[src/hdl/bsls_pkg.sv]
// shared constants, codes and types of the brush stroke line stamper
// no dependencies
package bsls_pkg;

    localparam int BRUSH    = 8;
    localparam int MAX_DIM  = 64;
    localparam int COORD_W  = 6;
    localparam int DIM_W    = 7;
    localparam int SIZE_W   = 5;
    localparam int COLOR_W  = 32;
    localparam int PTR_W    = 12;
    localparam int LOCAL_W  = PTR_W + 1;
    localparam int DELTA_W  = COORD_W + 1;
    localparam int ACT_W    = 2;
    localparam int INDEX_W  = 3;
    localparam int DATA_W   = 32;
    localparam int QDEPTH   = 4;
    localparam int QPTR_W   = $clog2(QDEPTH);

    typedef enum logic [ACT_W-1:0] {
        ACT_PRESS   = 2'd0,
        ACT_MOVE    = 2'd1,
        ACT_RELEASE = 2'd2
    } action_t;

    typedef enum logic [INDEX_W-1:0] {
        REG_CANVAS_WIDTH  = 3'd0,
        REG_CANVAS_HEIGHT = 3'd1,
        REG_ORIGIN_X      = 3'd2,
        REG_ORIGIN_Y      = 3'd3,
        REG_PEN_COLOR     = 3'd4,
        REG_ENABLED       = 3'd5
    } cfg_index_t;

    typedef struct packed {
        logic [DIM_W-1:0]   w;
        logic [DIM_W-1:0]   h;
        logic [PTR_W-1:0]   ox;
        logic [PTR_W-1:0]   oy;
        logic [COLOR_W-1:0] color;
        logic               enabled;
    } cfg_t;

    typedef struct packed {
        logic [COORD_W-1:0]        ax;
        logic [COORD_W-1:0]        ay;
        logic signed [DELTA_W-1:0] dx;
        logic signed [DELTA_W-1:0] dy;
        logic [COORD_W-1:0]        steps;
    } cmd_t;

endpackage

[src/hdl/bsls_queue.sv]
// command queue between the event front end and the line walker
// depends on bsls_pkg
module bsls_queue
    import bsls_pkg::*;
(
    input  logic clk,
    input  logic rst_n,
    input  logic push_valid,
    output logic push_ready,
    input  cmd_t push_cmd,
    output logic pop_valid,
    input  logic pop_ready,
    output cmd_t pop_cmd
);

    cmd_t              mem [QDEPTH];
    logic [QPTR_W-1:0] wr_ptr_reg, rd_ptr_reg;
    logic [QPTR_W:0]   count_reg;
    logic              do_push, do_pop;

    assign push_ready = count_reg != (QPTR_W + 1)'(QDEPTH);
    assign pop_valid  = count_reg != '0;
    assign pop_cmd    = mem[rd_ptr_reg];
    assign do_push    = push_valid && push_ready;
    assign do_pop     = pop_valid && pop_ready;

    function automatic logic [QPTR_W-1:0] wrap_inc(input logic [QPTR_W-1:0] p);
        if (p == QPTR_W'(QDEPTH - 1))
            wrap_inc = '0;
        else
            wrap_inc = p + 1'b1;
    endfunction

    always_ff @(posedge clk or negedge rst_n)
    begin
        if (!rst_n)
        begin
            wr_ptr_reg <= '0;
            rd_ptr_reg <= '0;
            count_reg  <= '0;
        end
        else
        begin
            if (do_push)
                wr_ptr_reg <= wrap_inc(wr_ptr_reg);
            if (do_pop)
                rd_ptr_reg <= wrap_inc(rd_ptr_reg);
            if (do_push && !do_pop)
                count_reg <= count_reg + 1'b1;
            else if (do_pop && !do_push)
                count_reg <= count_reg - 1'b1;
        end
    end

    always_ff @(posedge clk)
    begin
        if (do_push)
            mem[wr_ptr_reg] <= push_cmd;
    end

endmodule

[config.mk]
export PLATFORM = sky130hd
export DESIGN_NAME = bsls_queue
export DESIGN_NICKNAME = d
export VERILOG_FILES = /design/src/hdl/bsls_pkg.sv /design/src/hdl/bsls_queue.sv
export SDC_FILE = /design/constraint.sdc
export NUM_CORES = 1
export LEC_CHECK = 0
export ABC_AREA = 1
export BUFFER_PORTS_ARGS = -buffer_cell sky130_fd_sc_hd__buf_4
export CORE_UTILIZATION = 25
export CTS_CLUSTER_SIZE = 8
export DETAILED_ROUTE_END_ITERATION = 10
export GPL_ROUTABILITY_DRIVEN = 0
export MAX_ROUTING_LAYER = met4
export PLACE_DENSITY = 0.48
export SKIP_LAST_GASP = 1
export SYNTH_ARGS = -nofsm -noshare
export SYNTH_HDL_FRONTEND = slang
export SYNTH_SLANG_ARGS = --single-unit
export TNS_END_PERCENT = 20
[constraint.sdc]
create_clock -name clk -period 3.2 [get_ports clk]
set_clock_uncertainty 0.05 [all_clocks]
set_input_delay 0 -clock clk [delete_from_list [all_inputs] [get_ports clk]]
set_output_delay 0 -clock clk [all_outputs]
set_load 0.01 [all_outputs]
==> run metrics <==
vias 3430; crit-path max cell delay 420 ps; share of layout cells above drive strength 1 0.2040; P per Cell Area 912.6 nW/um^2; design area 7313 um^2; first-pass GRT wire length 18600 um; Mapped Cells 432; worst r2r src count_reg[0]; Post-DP Area 6344 um^2; Worst R2R Path Depth 9; Tmin final 2309 ps; site row count 53; Final period util 0.7216; largest net degree at the start of global routing 81; VDD IR max 0.0004112 V; num ports 70; Synth area leaders edfxtp_1 (70%), o211ai_1 (8.8%), nand2_1 (7.6%), inv_1 (5.3%), dfrtp_1 (3.2%); Die W 150.1 um; switching share of power 0.3262; synth unique cells 17; Yosys top cell area share 0.7006; leakage 2.901 nW; Max-cap violations 0; clk buf depth 2; Reg2Reg Capture Point count_reg[1]; sw power 2.177 mW; r2r setup slk 890 ps; PortBufs 69; critical setup path kind flop to flop; slowest CP cell dfrtp_1; CP most frequent cell inv_1; Routed Antenna Nets 0; hpwl dp 7721 um; n_diodes 0; Logic pwr share 0.321; area grow syn2layout 33.30%; area of the die 22540 um^2; placed cell count 762; Layout Cells excl Fill 829; Worst slew margin 0.5433; Placement Setup Slack 970.8 ps; Vias/cell 4.138; H-tree levels 4; cell class contributing the biggest share of worst-path delay simple AND/OR/NAND/NOR gates; worst slew pin tran 684.0 ps; final core occ 0.3436; Num CTS Buffers 17; Routed WL 11840 um; Setup violations, final 0; Slew Viols, Final 0; grt ovf 0; average cell area after synthesis 12.70 um^2; Synth area leader edfxtp_1; # Post-CTS Setup Buffers 0; crit path DAT 2540 ps; Req. time, crit path 3430 ps; CTS tree done; critical hold path startpoint push_cmd[8]; initial antenna violation count 0; Yosys warning total 0; Tot GR Track Use 0.1146; Nets 585; CP Buf/Inv Count 3; Fin. Hold Viols 0; crit start category flop; cts repair resizes 0; Cell Chain, Critical Path inv_1 > nand3_1 > nand2_1 > inv_1 > ha_1 > inv_1 > fa_1 > nand2_1 > o21ai_0; WL/cell 14.28 um; mapped cell area 5487 um^2; RSZ-0062 raised after global routing no; Fillers 2075; final setup TNS 0 ps; Hold Path Class input pin to flop; number of global-route vias before repair 3513; clock latency on the worst-skew pair 410 ps; fmax 433.1 MHz; min setup slack post-route 890.9 ps; cell internal pwr 4.497 mW; cell depth of the worst hold path 2; outcome completed; Worst-path clk slew 60 ps; CP endpoint kind flop; Clock Power Share 0.301; Iter 0 DRT Violations 136; CTS sink count 135; Crit Path Max Fanout 7; Die Height 150.1 um; max FFs per register 128; Core Region 21290 um^2; Seq/Total Area, Yosys 0.7325; post-synthesis register bit count 135; Initial Util 0.2577; root buf cell clkbuf_16; post-synthesis net count 475; Pre-Repair DR Iteration Count 4; WHS Endpoint mem[1][8]; DRC 0; Flop pwr share 0.378
placed cells by master, fill, tap and decap left out, types with 2 or more instances in the layout:
cell	instances
ha_1	6
o211ai_1	64
nand2_1	111
edfxtp_1	128
clkinvlp_4	3
nor2_4	4
buf_4	75
inv_1	77
nor2_1	2
nand3_1	7
clkinv_2	4
dfrtp_1	5
bufinv_16	4
clkbuf_16	17
dlygate4sd3_1	36
how the worst max path moves through the flow:
stage / startpoint / end / slack [ps] / cells after the start
6_report: count_reg[0] / count_reg[1] / 890 / 9
5_1_grt: count_reg[0] / count_reg[2] / 770 / 11
4_1_cts: count_reg[0] / mem[0][5] / 950 / 5
3_5_place_dp: count_reg[0] / mem[0][5] / 970 / 5
3_3_place_gp: count_reg[0] / mem[0][7] / 1080 / 5
2_1_floorplan: count_reg[0] / mem[0][0] / 550 / 4
kinds of logic (layout without fill, tap and decap cells):
group           count (synthesis)  in the layout  synth area share
buf+inv                        99            221           0.07252
compound gates                 65             65           0.08848
xor+xnor                        1              1          0.001597
simple gates                  125            125           0.08757
fa+ha+maj                       7              7           0.01733
flops                         135            135            0.7325
power groups by stage:
stage / clock network (mW) / logic, mW / registers, mW
6_report: 2.01 / 2.14 / 2.52
5_1_grt: 2.12 / 2.38 / 2.56
4_1_cts: 2.05 / 2.20 / 2.52
3_5_place_dp: 0 / 2.16 / 2.56
3_3_place_gp: 0 / 2.13 / 2.55
2_1_floorplan: 0 / 1.31 / 2.46
what timing repair did:
action                                  in CTS  in global routing
hold buffers                                36                  0
endpoints found under the hold margin      139                  0
endpoints found under the setup margin       0                  0
metrics by stage:
step	power, mW	hold slack, ps
final	6.674	275.7
after global routing	7.062	286.8
after CTS	6.780	264.4
after detailed placement	4.722	-224.7
after global placement	4.676	-230.3
after floorplan	3.764	-345.6
layer usage:
layer  GRT usage  share of wire
met1      0.1361           0.46
met3     0.03515          0.045
met2      0.1815           0.47
met5           -              0
met4     0.04545          0.017
Yosys cell counts:
cell,count
buf_1,1
buf_2,18
fa_1,1
clkbuf_1,1
dfrtp_1,7
xnor2_1,1
ha_1,6
inv_1,77
nand4_1,1
nor2_1,6
o211ai_1,64
buf_4,1
nand2_1,111
edfxtp_1,128
o21ai_0,1
nand3_1,7
inv_2,1
layout make-up:
type                       count  area (um^2)  share of cell area
sequential                   135         4024              0.5502
multi-input combinational    198         1100              0.1504
timing repair buffer         112        943.4              0.1290
clock buffer                  18        429.2             0.05868
tap                          275        344.1             0.04705
inverter                      78        292.8             0.04003
clock inverter                13        180.2             0.02464
Note: power is estimated with default switching activity, not from simulation.
